$ cat config.mk
export PLATFORM = sky130hd
export DESIGN_NAME = calendar_date_add_weekday
export DESIGN_NICKNAME = d
export VERILOG_FILES = /design/src/design/cdaw_pkg.sv /design/src/design/cdaw_div.sv /design/src/design/calendar_date_add_weekday.sv
export VERILOG_INCLUDE_DIRS = /design/src /design/src/design
export SDC_FILE = /design/constraint.sdc
export NUM_CORES = 1
export LEC_CHECK = 0
export BUFFER_PORTS_ARGS = -buffer_cell sky130_fd_sc_hd__buf_2
export CAP_MARGIN = 20
export CORE_ASPECT_RATIO = 1.5
export CORE_MARGIN = 8
export CORE_UTILIZATION = 25
export DETAILED_ROUTE_END_ITERATION = 7
export PLACE_DENSITY = 0.5
export SYNTH_ARGS = -nofsm -noshare
export SYNTH_HDL_FRONTEND = slang
export SYNTH_SLANG_ARGS = --single-unit
$ cat constraint.sdc
create_clock -name clk -period 10.3 [get_ports clk]
set_input_delay 1.545 -clock clk [delete_from_list [all_inputs] [get_ports clk]]
set_output_delay 1.545 -clock clk [all_outputs]
set_load 0.01 [all_outputs]
$ cat src/design/calendar_date_add_weekday_macros.svh
// Assertion macros shared by the calendar date block.
`ifndef CALENDAR_DATE_ADD_WEEKDAY_MACROS_SVH
`define CALENDAR_DATE_ADD_WEEKDAY_MACROS_SVH

`ifndef ASSERT_OFF

// Same-cycle implication.
`define CDAW_ASSERT_IMP(lbl, clk, rst_n, ante, cons) \
    lbl: assert property (@(posedge clk) disable iff (!rst_n) (ante) |-> (cons)) \
        else $error("calendar date assertion failed");

// Next-cycle implication.
`define CDAW_ASSERT_NEXT(lbl, clk, rst_n, ante, cons) \
    lbl: assert property (@(posedge clk) disable iff (!rst_n) (ante) |=> (cons)) \
        else $error("calendar date assertion failed");

`else

`define CDAW_ASSERT_IMP(lbl, clk, rst_n, ante, cons)
`define CDAW_ASSERT_NEXT(lbl, clk, rst_n, ante, cons)

`endif

`endif

$ cat src/design/cdaw_pkg.sv
// Types, constants and calendar helper functions for the calendar date block.
package cdaw_pkg;

    localparam int DIV_W  = 17;   // dividend and quotient width of the shared divider
    localparam int DIVR_W = 7;    // divisor and remainder width

    localparam logic [DIVR_W-1:0] DIV_MONTHS  = 7'd12;
    localparam logic [DIVR_W-1:0] DIV_CENTURY = 7'd100;

    // ceil(2^23 / d): exact for any 17-bit dividend by 12 and any 16-bit year by 100
    localparam int RECIP_W     = 20;
    localparam int RECIP_SHIFT = 23;
    localparam logic [RECIP_W-1:0] RECIP_MONTHS  = 20'd699051;
    localparam logic [RECIP_W-1:0] RECIP_CENTURY = 20'd83887;

    localparam logic [15:0] YEAR_SPLIT   = 16'd1700;
    localparam logic [7:0]  CENTURY_BASE = 8'd18;
    localparam logic [4:0]  RESET_DAY    = 5'd1;
    localparam logic [3:0]  RESET_MONTH  = 4'd1;
    localparam logic [15:0] RESET_YEAR   = 16'd2000;
    localparam logic [9:0]  RESET_CENT   = 10'd20;
    localparam logic [6:0]  RESET_YY     = 7'd0;

    localparam logic [2:0] CENTURY_TAB [4] = '{3'd4, 3'd2, 3'd0, 3'd6};

    localparam logic KIND_SET = 1'b0;
    localparam logic KIND_ADD = 1'b1;

    typedef enum logic [3:0] {
        ST_IDLE,
        ST_DIVY,
        ST_WAITY,
        ST_NORM,
        ST_MADD,
        ST_WAITM,
        ST_YADD,
        ST_COMMIT,
        ST_WDAY,
        ST_OUT
    } state_t;

    typedef struct packed {
        logic              start;
        logic [DIV_W-1:0]  dividend;
        logic [DIVR_W-1:0] divisor;
    } div_req_t;

    typedef struct packed {
        logic              done;
        logic [DIV_W-1:0]  quotient;
        logic [DIVR_W-1:0] remainder;
    } div_rsp_t;

    // Leap test from the year and its split into year/100 and year%100.
    function automatic logic is_leap(input logic [15:0] y, input logic [9:0] cent,
                                     input logic [6:0] yy);
        logic by4;
        by4 = (y[1:0] == 2'd0);
        if (y > YEAR_SPLIT)
            return by4 && ((yy != 7'd0) || (cent[1:0] == 2'd0));
        return by4;
    endfunction

    function automatic logic [4:0] month_len(input logic [3:0] m, input logic leap);
        logic [4:0] len;
        unique case (m)
            4'd1, 4'd3, 4'd5, 4'd7, 4'd8, 4'd10, 4'd12: len = 5'd31;
            4'd4, 4'd6, 4'd9, 4'd11:                    len = 5'd30;
            4'd2:                                       len = leap ? 5'd29 : 5'd28;
            default:                                    len = 5'd0;
        endcase
        return len;
    endfunction

    function automatic logic [2:0] month_code(input logic [3:0] m);
        logic [2:0] c;
        unique case (m)
            4'd2, 4'd3, 4'd11: c = 3'd3;
            4'd4, 4'd7:        c = 3'd6;
            4'd5:              c = 3'd1;
            4'd6:              c = 3'd4;
            4'd8:              c = 3'd2;
            4'd9, 4'd12:       c = 3'd5;
            default:           c = 3'd0;
        endcase
        return c;
    endfunction

    // Remainder by 7 for values below 224: five conditional subtracts.
    function automatic logic [2:0] mod7(input logic [7:0] v);
        logic [7:0] t;
        t = v;
        if (t >= 8'd112) t = t - 8'd112;
        if (t >= 8'd56)  t = t - 8'd56;
        if (t >= 8'd28)  t = t - 8'd28;
        if (t >= 8'd14)  t = t - 8'd14;
        if (t >= 8'd7)   t = t - 8'd7;
        return t[2:0];
    endfunction

endpackage

$ cat src/design/cdaw_div.sv
// Divider by a small constant through reciprocal multiplication, one request at a time.
module cdaw_div (
    input  logic               clk,
    input  logic               rst_n,
    input  cdaw_pkg::div_req_t req,
    output cdaw_pkg::div_rsp_t rsp
);

    localparam int PROD_W = cdaw_pkg::DIV_W + cdaw_pkg::RECIP_W;

    logic                         mul_pend_reg, mul_pend_next;
    logic                         fin_pend_reg, fin_pend_next;
    logic                         done_reg, done_next;
    logic [cdaw_pkg::DIV_W-1:0]   num_reg, num_next;
    logic [cdaw_pkg::DIVR_W-1:0]  dsr_reg, dsr_next;
    logic [PROD_W-1:0]            prod_reg, prod_next;
    logic [cdaw_pkg::DIV_W-1:0]   quo_reg, quo_next;
    logic [cdaw_pkg::DIVR_W-1:0]  rem_reg, rem_next;
    logic [cdaw_pkg::RECIP_W-1:0] recip;
    logic [cdaw_pkg::DIV_W-1:0]   quo;
    logic [cdaw_pkg::DIV_W-1:0]   back;

    // only the month and century divisors are ever requested
    assign recip = (dsr_reg == cdaw_pkg::DIV_MONTHS) ? cdaw_pkg::RECIP_MONTHS
                                                      : cdaw_pkg::RECIP_CENTURY;
    assign quo   = cdaw_pkg::DIV_W'(prod_reg >> cdaw_pkg::RECIP_SHIFT);
    assign back  = cdaw_pkg::DIV_W'(quo * cdaw_pkg::DIV_W'(dsr_reg));

    always_comb
    begin
        mul_pend_next = req.start;
        fin_pend_next = mul_pend_reg;
        done_next     = fin_pend_reg;
        num_next      = num_reg;
        dsr_next      = dsr_reg;
        prod_next     = prod_reg;
        quo_next      = quo_reg;
        rem_next      = rem_reg;
        if (req.start)
        begin
            num_next = req.dividend;
            dsr_next = req.divisor;
        end
        if (mul_pend_reg)
        begin
            prod_next = PROD_W'(num_reg) * PROD_W'(recip);
        end
        if (fin_pend_reg)
        begin
            // remainder stays below the divisor
            quo_next = quo;
            rem_next = cdaw_pkg::DIVR_W'(num_reg - back);
        end
    end

    always_ff @(posedge clk or negedge rst_n)
    begin
        if (!rst_n)
        begin
            mul_pend_reg <= 1'b0;
            fin_pend_reg <= 1'b0;
            done_reg     <= 1'b0;
        end
        else
        begin
            mul_pend_reg <= mul_pend_next;
            fin_pend_reg <= fin_pend_next;
            done_reg     <= done_next;
        end
    end

    always_ff @(posedge clk)
    begin
        num_reg  <= num_next;
        dsr_reg  <= dsr_next;
        prod_reg <= prod_next;
        quo_reg  <= quo_next;
        rem_reg  <= rem_next;
    end

    assign rsp.done      = done_reg;
    assign rsp.quotient  = quo_reg;
    assign rsp.remainder = rem_reg;

endmodule

$ cat src/design/calendar_date_add_weekday.sv
// Calendar date register with set, add and weekday report: sequencer and datapath.
// The block holds one date (reset: January 1, 2000) and takes one transaction at a
// time; in_ready is high only while the sequencer is idle. A set transaction divides
// the year by 100 in the reciprocal divider to feed the leap test, then checks and
// commits the date. An add transaction rolls the excess days forward month by month,
// adds the months (dividing by 12 when the month sum carries into the year), adds the
// years, splits the new year by 100 and rolls the days again; the month carry and
// the year split share the same divider. One result transaction follows each input
// transaction and waits in the output register; a new input is accepted while it waits,
// and the sequencer then holds in its output state until the register is free.
`include "calendar_date_add_weekday_macros.svh"

module calendar_date_add_weekday (
    input  logic        clk,
    input  logic        rst_n,
    input  logic        in_valid,
    output logic        in_ready,
    input  logic        kind,
    input  logic [15:0] day_value,
    input  logic [15:0] month_value,
    input  logic [15:0] year_value,
    output logic        out_valid,
    input  logic        out_ready,
    output logic        accepted,
    output logic [4:0]  cur_day,
    output logic [3:0]  cur_month,
    output logic [15:0] cur_year,
    output logic [2:0]  weekday
);

    cdaw_pkg::state_t   state_reg, state_next;
    cdaw_pkg::div_req_t div_req;
    cdaw_pkg::div_rsp_t div_rsp;

    // stored date and its split into year/100 and year%100
    logic [4:0]  stored_day_reg, stored_day_next;
    logic [3:0]  stored_month_reg, stored_month_next;
    logic [15:0] stored_year_reg, stored_year_next;
    logic [9:0]  stq_reg, stq_next;
    logic [6:0]  str_reg, str_next;

    // working copy
    logic        kind_reg, kind_next;
    logic        pass2_reg, pass2_next;
    logic [16:0] d_reg, d_next;
    logic [16:0] m_reg, m_next;
    logic [15:0] y_reg, y_next;
    logic [9:0]  q_reg, q_next;
    logic [6:0]  r_reg, r_next;
    logic [15:0] mv_reg, mv_next;
    logic [15:0] yv_reg, yv_next;
    logic [12:0] extra_reg, extra_next;

    // weekday partial codes
    logic [2:0]  ycode_reg, ycode_next;
    logic [2:0]  ccode_reg, ccode_next;
    logic        lcode_reg, lcode_next;

    logic        out_valid_reg, out_valid_next;
    logic        acc_reg, acc_next;
    logic        ok_reg, ok_next;
    logic [4:0]  oday_reg, oday_next;
    logic [3:0]  omonth_reg, omonth_next;
    logic [15:0] oyear_reg, oyear_next;
    logic [2:0]  owd_reg, owd_next;

    logic        work_leap;
    logic [4:0]  work_len;
    logic        stored_leap;
    logic [16:0] m_sum;
    logic        set_ok;
    logic [7:0]  wd_sum;

    assign work_leap   = cdaw_pkg::is_leap(y_reg, q_reg, r_reg);
    assign work_len    = cdaw_pkg::month_len(m_reg[3:0], work_leap);
    assign stored_leap = cdaw_pkg::is_leap(stored_year_reg, stq_reg, str_reg);
    assign m_sum       = m_reg + {1'b0, mv_reg};
    assign set_ok      = (m_reg >= 17'd1) && (m_reg <= 17'd12) && (d_reg != 17'd0)
                         && (d_reg <= {12'd0, work_len});
    assign wd_sum      = 8'(ycode_reg) + 8'(cdaw_pkg::month_code(stored_month_reg))
                         + 8'(ccode_reg) + 8'(stored_day_reg) + 8'd7 - 8'(lcode_reg);

    cdaw_div u_div (
        .clk   (clk),
        .rst_n (rst_n),
        .req   (div_req),
        .rsp   (div_rsp)
    );

    always_comb
    begin
        state_next        = state_reg;
        stored_day_next   = stored_day_reg;
        stored_month_next = stored_month_reg;
        stored_year_next  = stored_year_reg;
        stq_next          = stq_reg;
        str_next          = str_reg;
        kind_next         = kind_reg;
        pass2_next        = pass2_reg;
        d_next            = d_reg;
        m_next            = m_reg;
        y_next            = y_reg;
        q_next            = q_reg;
        r_next            = r_reg;
        mv_next           = mv_reg;
        yv_next           = yv_reg;
        extra_next        = extra_reg;
        ycode_next        = ycode_reg;
        ccode_next        = ccode_reg;
        lcode_next        = lcode_reg;
        ok_next           = ok_reg;
        acc_next          = acc_reg;
        oday_next         = oday_reg;
        omonth_next       = omonth_reg;
        oyear_next        = oyear_reg;
        owd_next          = owd_reg;
        out_valid_next    = out_valid_reg && !out_ready;
        div_req.start     = 1'b0;
        div_req.dividend  = {1'b0, y_reg};
        div_req.divisor   = cdaw_pkg::DIV_CENTURY;
        in_ready          = (state_reg == cdaw_pkg::ST_IDLE);

        unique case (state_reg)
            cdaw_pkg::ST_IDLE:
            begin
                if (in_valid)
                begin
                    kind_next  = kind;
                    pass2_next = 1'b0;
                    mv_next    = month_value;
                    yv_next    = year_value;
                    q_next     = stq_reg;
                    r_next     = str_reg;
                    if (kind == cdaw_pkg::KIND_ADD)
                    begin
                        d_next     = 17'(stored_day_reg) + {1'b0, day_value};
                        m_next     = 17'(stored_month_reg);
                        y_next     = stored_year_reg;
                        state_next = cdaw_pkg::ST_NORM;
                    end
                    else
                    begin
                        d_next     = {1'b0, day_value};
                        m_next     = {1'b0, month_value};
                        y_next     = year_value;
                        state_next = cdaw_pkg::ST_DIVY;
                    end
                end
            end

            cdaw_pkg::ST_DIVY:
            begin
                div_req.start = 1'b1;
                state_next    = cdaw_pkg::ST_WAITY;
            end

            cdaw_pkg::ST_WAITY:
            begin
                if (div_rsp.done)
                begin
                    q_next     = div_rsp.quotient[9:0];
                    r_next     = div_rsp.remainder;
                    state_next = (kind_reg == cdaw_pkg::KIND_ADD) ? cdaw_pkg::ST_NORM
                                                                  : cdaw_pkg::ST_COMMIT;
                end
            end

            // roll excess days into following months, one month per cycle
            cdaw_pkg::ST_NORM:
            begin
                if (d_reg <= {12'd0, work_len})
                begin
                    state_next = pass2_reg ? cdaw_pkg::ST_COMMIT : cdaw_pkg::ST_MADD;
                end
                else
                begin
                    d_next = d_reg - {12'd0, work_len};
                    if (m_reg == 17'd12)
                    begin
                        m_next = 17'd1;
                        y_next = y_reg + 16'd1;
                        if (y_reg == 16'hFFFF)
                        begin
                            q_next = '0;
                            r_next = '0;
                        end
                        else if (r_reg == 7'd99)
                        begin
                            q_next = q_reg + 10'd1;
                            r_next = '0;
                        end
                        else
                        begin
                            r_next = r_reg + 7'd1;
                        end
                    end
                    else
                    begin
                        m_next = m_reg + 17'd1;
                    end
                end
            end

            cdaw_pkg::ST_MADD:
            begin
                if (m_sum > 17'd12)
                begin
                    div_req.start    = 1'b1;
                    div_req.dividend = m_sum - 17'd1;
                    div_req.divisor  = cdaw_pkg::DIV_MONTHS;
                    state_next       = cdaw_pkg::ST_WAITM;
                end
                else
                begin
                    m_next     = m_sum;
                    extra_next = '0;
                    state_next = cdaw_pkg::ST_YADD;
                end
            end

            cdaw_pkg::ST_WAITM:
            begin
                if (div_rsp.done)
                begin
                    m_next     = 17'(div_rsp.remainder) + 17'd1;
                    extra_next = div_rsp.quotient[12:0];
                    state_next = cdaw_pkg::ST_YADD;
                end
            end

            cdaw_pkg::ST_YADD:
            begin
                y_next     = 16'(y_reg + 16'(extra_reg) + yv_reg);
                pass2_next = 1'b1;
                state_next = cdaw_pkg::ST_DIVY;
            end

            cdaw_pkg::ST_COMMIT:
            begin
                ok_next = (kind_reg == cdaw_pkg::KIND_ADD) || set_ok;
                if ((kind_reg == cdaw_pkg::KIND_ADD) || set_ok)
                begin
                    stored_day_next   = d_reg[4:0];
                    stored_month_next = m_reg[3:0];
                    stored_year_next  = y_reg;
                    stq_next          = q_reg;
                    str_next          = r_reg;
                end
                state_next = cdaw_pkg::ST_WDAY;
            end

            cdaw_pkg::ST_WDAY:
            begin
                ycode_next = cdaw_pkg::mod7(8'(str_reg) + 8'(str_reg[6:2]));
                // (year-1700)/100 mod 4 equals (year/100 + 3) mod 4 above 1700
                if (stored_year_reg > cdaw_pkg::YEAR_SPLIT)
                    ccode_next = cdaw_pkg::CENTURY_TAB[2'(stq_reg + 10'd3)];
                else
                    ccode_next = cdaw_pkg::mod7(cdaw_pkg::CENTURY_BASE - 8'(stq_reg));
                lcode_next = stored_leap && (stored_month_reg <= 4'd2);
                state_next = cdaw_pkg::ST_OUT;
            end

            cdaw_pkg::ST_OUT:
            begin
                if (!out_valid_reg || out_ready)
                begin
                    out_valid_next = 1'b1;
                    acc_next       = ok_reg;
                    oday_next      = stored_day_reg;
                    omonth_next    = stored_month_reg;
                    oyear_next     = stored_year_reg;
                    owd_next       = cdaw_pkg::mod7(wd_sum);
                    state_next     = cdaw_pkg::ST_IDLE;
                end
            end

            default:
            begin
                state_next = cdaw_pkg::ST_IDLE;
            end
        endcase
    end

    always_ff @(posedge clk or negedge rst_n)
    begin
        if (!rst_n)
        begin
            state_reg        <= cdaw_pkg::ST_IDLE;
            out_valid_reg    <= 1'b0;
            stored_day_reg   <= cdaw_pkg::RESET_DAY;
            stored_month_reg <= cdaw_pkg::RESET_MONTH;
            stored_year_reg  <= cdaw_pkg::RESET_YEAR;
            stq_reg          <= cdaw_pkg::RESET_CENT;
            str_reg          <= cdaw_pkg::RESET_YY;
        end
        else
        begin
            state_reg        <= state_next;
            out_valid_reg    <= out_valid_next;
            stored_day_reg   <= stored_day_next;
            stored_month_reg <= stored_month_next;
            stored_year_reg  <= stored_year_next;
            stq_reg          <= stq_next;
            str_reg          <= str_next;
        end
    end

    always_ff @(posedge clk)
    begin
        kind_reg   <= kind_next;
        pass2_reg  <= pass2_next;
        d_reg      <= d_next;
        m_reg      <= m_next;
        y_reg      <= y_next;
        q_reg      <= q_next;
        r_reg      <= r_next;
        mv_reg     <= mv_next;
        yv_reg     <= yv_next;
        extra_reg  <= extra_next;
        ycode_reg  <= ycode_next;
        ccode_reg  <= ccode_next;
        lcode_reg  <= lcode_next;
        ok_reg     <= ok_next;
        acc_reg    <= acc_next;
        oday_reg   <= oday_next;
        omonth_reg <= omonth_next;
        oyear_reg  <= oyear_next;
        owd_reg    <= owd_next;
    end

    assign out_valid = out_valid_reg;
    assign accepted  = acc_reg;
    assign cur_day   = oday_reg;
    assign cur_month = omonth_reg;
    assign cur_year  = oyear_reg;
    assign weekday   = owd_reg;

    `CDAW_ASSERT_IMP(a_month_range, clk, rst_n, 1'b1, (stored_month_reg >= 4'd1) && (stored_month_reg <= 4'd12))
    `CDAW_ASSERT_IMP(a_day_range, clk, rst_n, 1'b1, (stored_day_reg != 5'd0) && (stored_day_reg <= cdaw_pkg::month_len(stored_month_reg, stored_leap)))
    `CDAW_ASSERT_IMP(a_year_split, clk, rst_n, 1'b1, (32'(stq_reg) * 32'd100 + 32'(str_reg)) == 32'(stored_year_reg))
    `CDAW_ASSERT_NEXT(a_busy_after_accept, clk, rst_n, in_valid && in_ready, !in_ready)

endmodule

==> results of run 1 <==
[kinds of logic (layout without fill, tap and decap cells)]
kind of cell	after synthesis	count (layout)	synth area share
multiplexers	83	83	0.0369
adder cells (fa/ha/maj)	454	454	0.298
other	2	16	0.000310
AND/OR/NAND/NOR	569	569	0.116
XOR/XNOR	174	174	0.0635
AO/OA/AOI/OAI	439	439	0.122
flip-flops	249	249	0.299
buffers and inverters	409	493	0.0648
[cell usage after synthesis, drive strengths merged (7+ instances only)]
library cell  instances
mux2i                41
buf                  12
ha                  249
o211ai               10
o21a                 12
and3                 21
mux2                 41
nor2                117
or2                  21
a211oi               12
o31ai                 7
nand3                53
nand2b               16
dfstp                10
or3                  16
a21oi                97
xnor2               118
o21bai               20
fa                  205
inv                 340
or4                   7
dfrtp                38
nor2b                20
xor2                 56
a2111oi               8
nor4                 12
and2                 43
o22ai                11
a31oi                18
o21ai               110
nand2               165
o221ai               17
a21o                 34
edfxtp              201
a22oi                16
nor3                 41
clkbuf               56
a221o                 8
nand4                16
[worst max-delay path, delay by kind of cell, from the launching register on]
kind                       cells  cell delay, ps
and+or+nand+nor                8            2000
adders and majority gates      9            2790
xor gates and xnor gates       1             140
buffers and inverters          4             330
AOI/OAI and AO/OA              5            1100
DFF                            1             550
muxes                          3             870
[worst max-delay path by stage]
stage / slack (ps) / cells past startpoint / from / end
after floorplan: 2870 / 33 / stored_day_reg[0] / weekday[1]
after detailed placement: 2230 / 30 / stored_day_reg[0] / weekday[1]
after global placement: 2430 / 32 / stored_day_reg[0] / weekday[1]
after CTS: 2210 / 30 / stored_day_reg[0] / weekday[1]
final: 2240 / 30 / stored_day_reg[0] / weekday[1]
after global routing: 1670 / 30 / stored_day_reg[0] / weekday[1]
[per-layer routing]
layer,part of all wire,vias to the layer above
met5,0,-
met4,0.033,0
met3,0.022,83
met2,0.55,251
met1,0.39,8590
li1,-,8380
[per-stage QoR]
step	util	std cells	hold slack (ps)
2_1_floorplan	-	2392	400
5_1_grt	0.280	3755	430
3_3_place_gp	0.271	3704	402
4_1_cts	0.280	3752	424
6_report	0.280	3755	416
3_5_place_dp	0.271	3704	408
[area by class of cell]
cell class                      count  share of cell area
Tap cell                         1278              0.0591
Sequential cell                   249               0.268
Clock inverter                     12             0.00522
Timing Repair Buffer              104              0.0213
Multi-Input combinational cell   1734               0.573
Clock buffer                       36              0.0262
Antenna cell                        1           0.0000924
Inverter                          341              0.0473
==> run summary, run 1 <==
status: completed
top cell type's share of synthesized area: 0.249
CTS tree: done
skew final: 17.6 ps
hold_buf cts: 0
Post-synth EDFFs: 201
Setup Buffers After CTS: 0
vias: 17300
Worst R2R Path Depth: 30
num ports: 84
cell area after layout: 0.0271 sq mm
area of the multi-input gates: 0.0155 sq mm
Routed WL: 66.8 mm
Yosys reg bits: 249
Worst Setup End Kind: flip-flop
CP arrival: 8360 ps
row cnt: 140
R2R Path Start: stored_day_reg[0]
initial antenna violation count: 2
GPL Wtd Cong: 0.853
number of buffers created by CTS: 26
clk buf depth: 3
CORE AREA: 0.0967 sq mm
Netlist cell types: 93
GRT Overall Usage: 0.123
Worst Tran Pin Value: 1090 ps
slew margin rel.: 0.270
Clock transition at path regs: 70 ps
post-cts gate resize count: 0
Antenna Violating Nets Remaining: 0
RSZ-0062 raised after global routing: no
Mapped Area: 0.0242 sq mm
DR WL/cell: 17.8 um
NumNets Final: 2963
grt met1 use: 0.134
period utilization: 0.782
fraction of layout cells with a size suffix above 1: 0.0977
DIE WIDTH: 270 um
Initial Utilization: 0.251
H-tree levels: 1
ys flop type: edfxtp_1
setup ws final: 2240 ps
met3 Usage GRT: 0.00980
setup_tns: 0 ps
R2R Setup Slk: 2240 ps
critical-path maximum fanout: 14
largest net degree at the start of global routing: 49
DRT Pass-1 Iters: 5
Initial DRC Count: 1034
Crit-path slowest cell: nor4b_1
clock tree sinks: 249
first-pass GRT wire length: 105 mm
met2 Use GR: 0.246
Fin. Hold Viols: 0
vias in the first global route: 18500
Setup crit start kind: flip-flop
FFs w/ async S/R, synth: 0.193
Fmax: 124 MHz
critical path class: reg -> reg
die area: 0.107 sq mm
Final min period: 8060 ps
Final setup viols: 0
Mean Syn Cell Area: 10.2 sq um
largest area contributor in the netlist: edfxtp_1
chip height: 397 um
Register Area: 0.00725 sq mm
most used cell, CP: ha_1
number of remaining DRC errors: 0
hold depth: 0
Area Overhead vs Synth: 11.7%
synthesis warning total: 0
Fillers: 10300
crit-path max cell delay: 590 ps
RR Endpoint: weekday[1]
HP Class: reg -> reg
root buffer cell: clkbuf_16
Hold Path End: accepted
Syn Inst Count: 2379
WP data required: 10600 ps
GRT Max-Usage Layer: met2
dominant cells by area after synthesis: edfxtp_1 25%, fa_1 17%, ha_1 13%, inv_1 5.3%, xnor2_1 4.2%
fin. max-slew vios: 0
HPWL Detailed: 54.6 mm
Worst Hold Launch: ok_reg
worst skew pair latency: 550 ps
DP Worst Slack: 2230 ps
sequential area share after synthesis: 0.299
Post-DP Area: 0.0262 sq mm
Vias/cell: 4.61
max cap viols: 0
most frequent cells in the layout: 340 x inv_1, 249 x ha_1, 205 x fa_1, 201 x edfxtp_1, 165 x nand2_1
Port-buffer cells: 83
commonest non-fill, non-tap cell in the layout: inv_1
GRT Residual Overflow: 0
Power of run 1 is not shown: default switching activity piles up to over one toggle a cycle in this logic, so the estimate is an artifact.
==> run 2, diff against run 1 <==
--- a/config.mk
+++ b/config.mk
@@ -6,13 +6,14 @@
 export SDC_FILE = /design/constraint.sdc
 export NUM_CORES = 1
 export LEC_CHECK = 0
+export ABC_AREA = 1
 export BUFFER_PORTS_ARGS = -buffer_cell sky130_fd_sc_hd__buf_2
 export CAP_MARGIN = 20
 export CORE_ASPECT_RATIO = 1.5
 export CORE_MARGIN = 8
 export CORE_UTILIZATION = 25
 export DETAILED_ROUTE_END_ITERATION = 7
-export PLACE_DENSITY = 0.5
+export PLACE_DENSITY = 0.51
 export SYNTH_ARGS = -nofsm -noshare
 export SYNTH_HDL_FRONTEND = slang
 export SYNTH_SLANG_ARGS = --single-unit
==> constraint.sdc (replaced) <==
create_clock -name clk -period 7.32 [get_ports clk]
set_input_delay 1.098 -clock clk [delete_from_list [all_inputs] [get_ports clk]]
set_output_delay 1.098 -clock clk [all_outputs]
set_load 0.01 [all_outputs]
==> run summary, run 2 <==
number of remaining DRC errors: 0 (unchanged)
FFs w/ async S/R, synth: 0.193 (unchanged)
most frequent cells after synthesis: 574 x inv_1, 517 x nand2_1, 264 x nor2_1
GRT Residual Overflow: 0 (unchanged)
crit-path max cell delay: 570 ps (-20 ps)
Worst Setup End Kind: flip-flop
GPL Wtd Cong: 0.878 (+2.9%)
Setup crit start kind: flip-flop
fin. max-slew vios: 0 (unchanged)
Fmax: 149 MHz (+20%)
RSZ-0062 raised after global routing: no
Setup Buffers After CTS: 0 (unchanged)
ys flop type: edfxtp_1
clk buf depth: 3 (unchanged)
NumNets Final: 3501 (+18%)
most frequent cells in the layout: 573 x inv_1, 516 x nand2_1, 261 x nor2_1, 249 x ha_1, 205 x fa_1
top cell type's share of synthesized area: 0.243 (-0.00568)
setup_tns: 0 ps (unchanged)
post-cts gate resize count: 0 (unchanged)
slew margin rel.: 0.291 (+0.0208)
CP delay by family, top: adder cells
period utilization: 0.915 (+0.132)
GRT Overall Usage: 0.129 (+0.00596)
first-pass GRT wire length: 111 mm (+6.0%)
HPWL Detailed: 59.9 mm (+9.7%)
Initial Utilization: 0.252 (+0.00129)
largest net degree at the start of global routing: 79 (+61%)
number of buffers created by CTS: 27 (+3.8%)
Netlist cell types: 71 (-24%)
Port-buffer cells: 83 (unchanged)
Fin. Hold Viols: 0 (unchanged)
largest area contributor in the netlist: edfxtp_1
Yosys reg bits: 249 (unchanged)
row cnt: 141 (+0.71%)
R2R Path Start: stored_day_reg[0]
sequential area share after synthesis: 0.292 (-0.00682)
Mean Syn Cell Area: 8.57 sq um (-16%)
WP data required: 7660 ps (-2940 ps)
Mapped Area: 0.0248 sq mm (+2.3%)
clock tree sinks: 249 (unchanged)
root buffer cell: clkbuf_16
hold_buf cts: 0 (unchanged)
synthesis warning total: 0 (unchanged)
num ports: 84 (unchanged)
Worst Tran Pin Value: 1060 ps (-27.9 ps)
Fillers: 10700 (+4.0%)
chip height: 402 um (+1.1%)
dominant cells by area after synthesis: edfxtp_1 24%, fa_1 17%, ha_1 13%, inv_1 8.7%, nand2_1 7.8%
CTS tree: done
Final min period: 6700 ps (-1360 ps)
most numerous cell in the Yosys netlist: inv_1
Antenna Violating Nets Remaining: 0 (unchanged)
initial antenna violation count: 7 (+5)
vias in the first global route: 20100 (+8.8%)
Final setup viols: 0 (unchanged)
dpl cells: 4252 (+15%)
DR WL/cell: 16.6 um (-6.6%)
Post-synth EDFFs: 201 (unchanged)
max cap viols: 0 (unchanged)
CP Launch Point: stored_day_reg[0]
Worst Hold Launch: u_div.prod_reg[30]
Worst R2R Path Depth: 35 (+17%)
Area Overhead vs Synth: 11.9%
status: completed
CP arrival: 7030 ps (-1330 ps)
DRT Pass-1 Iters: 5 (unchanged)
skew final: 13.8 ps (-3.89 ps)
Initial DRC Count: 896 (-13%)
die area: 0.110 sq mm (+2.2%)
H-tree levels: 1 (unchanged)
Post-Layout Cell Count: 4302 (+15%)
critical-path maximum fanout: 7 (-7)
Syn Inst Count: 2892 (+22%)
hold depth: 0 (unchanged)
Routed WL: 71.4 mm (+7.0%)
Buf/Inv on CP: 7 (+3)
number of cells on the critical path: 35 (+17%)
Vias/cell: 4.43 (-3.8%)
most used cell, CP: nand2_1
fraction of layout cells with a size suffix above 1: 0.0873 (-0.0105)
Clock transition at path regs: 60 ps (about the same)
worst skew pair latency: 590 ps (+40 ps)
commonest non-fill, non-tap cell in the layout: inv_1
DIE WIDTH: 273 um (+1.1%)
vias: 19100 (+10%)
CORE AREA: 0.0984 sq mm (+1.8%)
Crit-path slowest cell: dfstp_2
HP Class: reg -> reg
critical path class: reg -> reg
-- run 2: final cells by class --
| cell class | instances | area, sq um | share of cell area |
|---|---|---|---|
| antenna | 1 | 2.50 | 0.0000902 |
| clock buffer | 31 | 722 | 0.0260 |
| clock inverter | 18 | 135 | 0.00487 |
| inverter | 596 | 2240 | 0.0807 |
| multi-input combinational | 2017 | 15200 | 0.549 |
| sequential | 249 | 7250 | 0.261 |
| tap | 1287 | 1610 | 0.0580 |
| timing repair buffer | 103 | 566 | 0.0204 |
-- run 2: logic make-up after synthesis --
family,synth area share
xor+xnor,0.0376
flops,0.292
simple gates,0.196
mux,0.000908
buf+inv,0.0969
fa+ha+maj,0.291
compound gates,0.0851
other cells,0.000303
-- run 2: final timing paths --
| path | endpoint | slack (ps) |
|---|---|---|
| setup / recovery | weekday[1] | 620 |
| setup reg to reg | weekday[1] | 620 |
| max in group asynchronous | stored_year_reg[3] | 6140 |
| hold reg to reg | u_div.quo_reg[7] | 420 |
| min in group asynchronous | stored_day_reg[3] | 640 |
| hold / removal | u_div.quo_reg[7] | 420 |
-- run 2: metrics by stage --
step	setup WS, ps	util	hold slack (ps)	instance area (sq um)
global route	108	0.282	428	27700
finish	624	0.282	419	27700
CTS	567	0.282	420	27700
floorplan	1260	-	400	24800
global placement	636	0.273	402	26900
detailed placement	583	0.273	406	26900
-- run 2: layer usage --
metal  part of all wire  GRT usage  vias to the layer above
met2               0.55      0.253                      286
met3              0.028     0.0112                      134
met1               0.38      0.138                     9100
met5            0.00038          0                        -
met4              0.041     0.0530                        4
li1                   -          -                     9553
Power of run 2 is left out for the same reason.
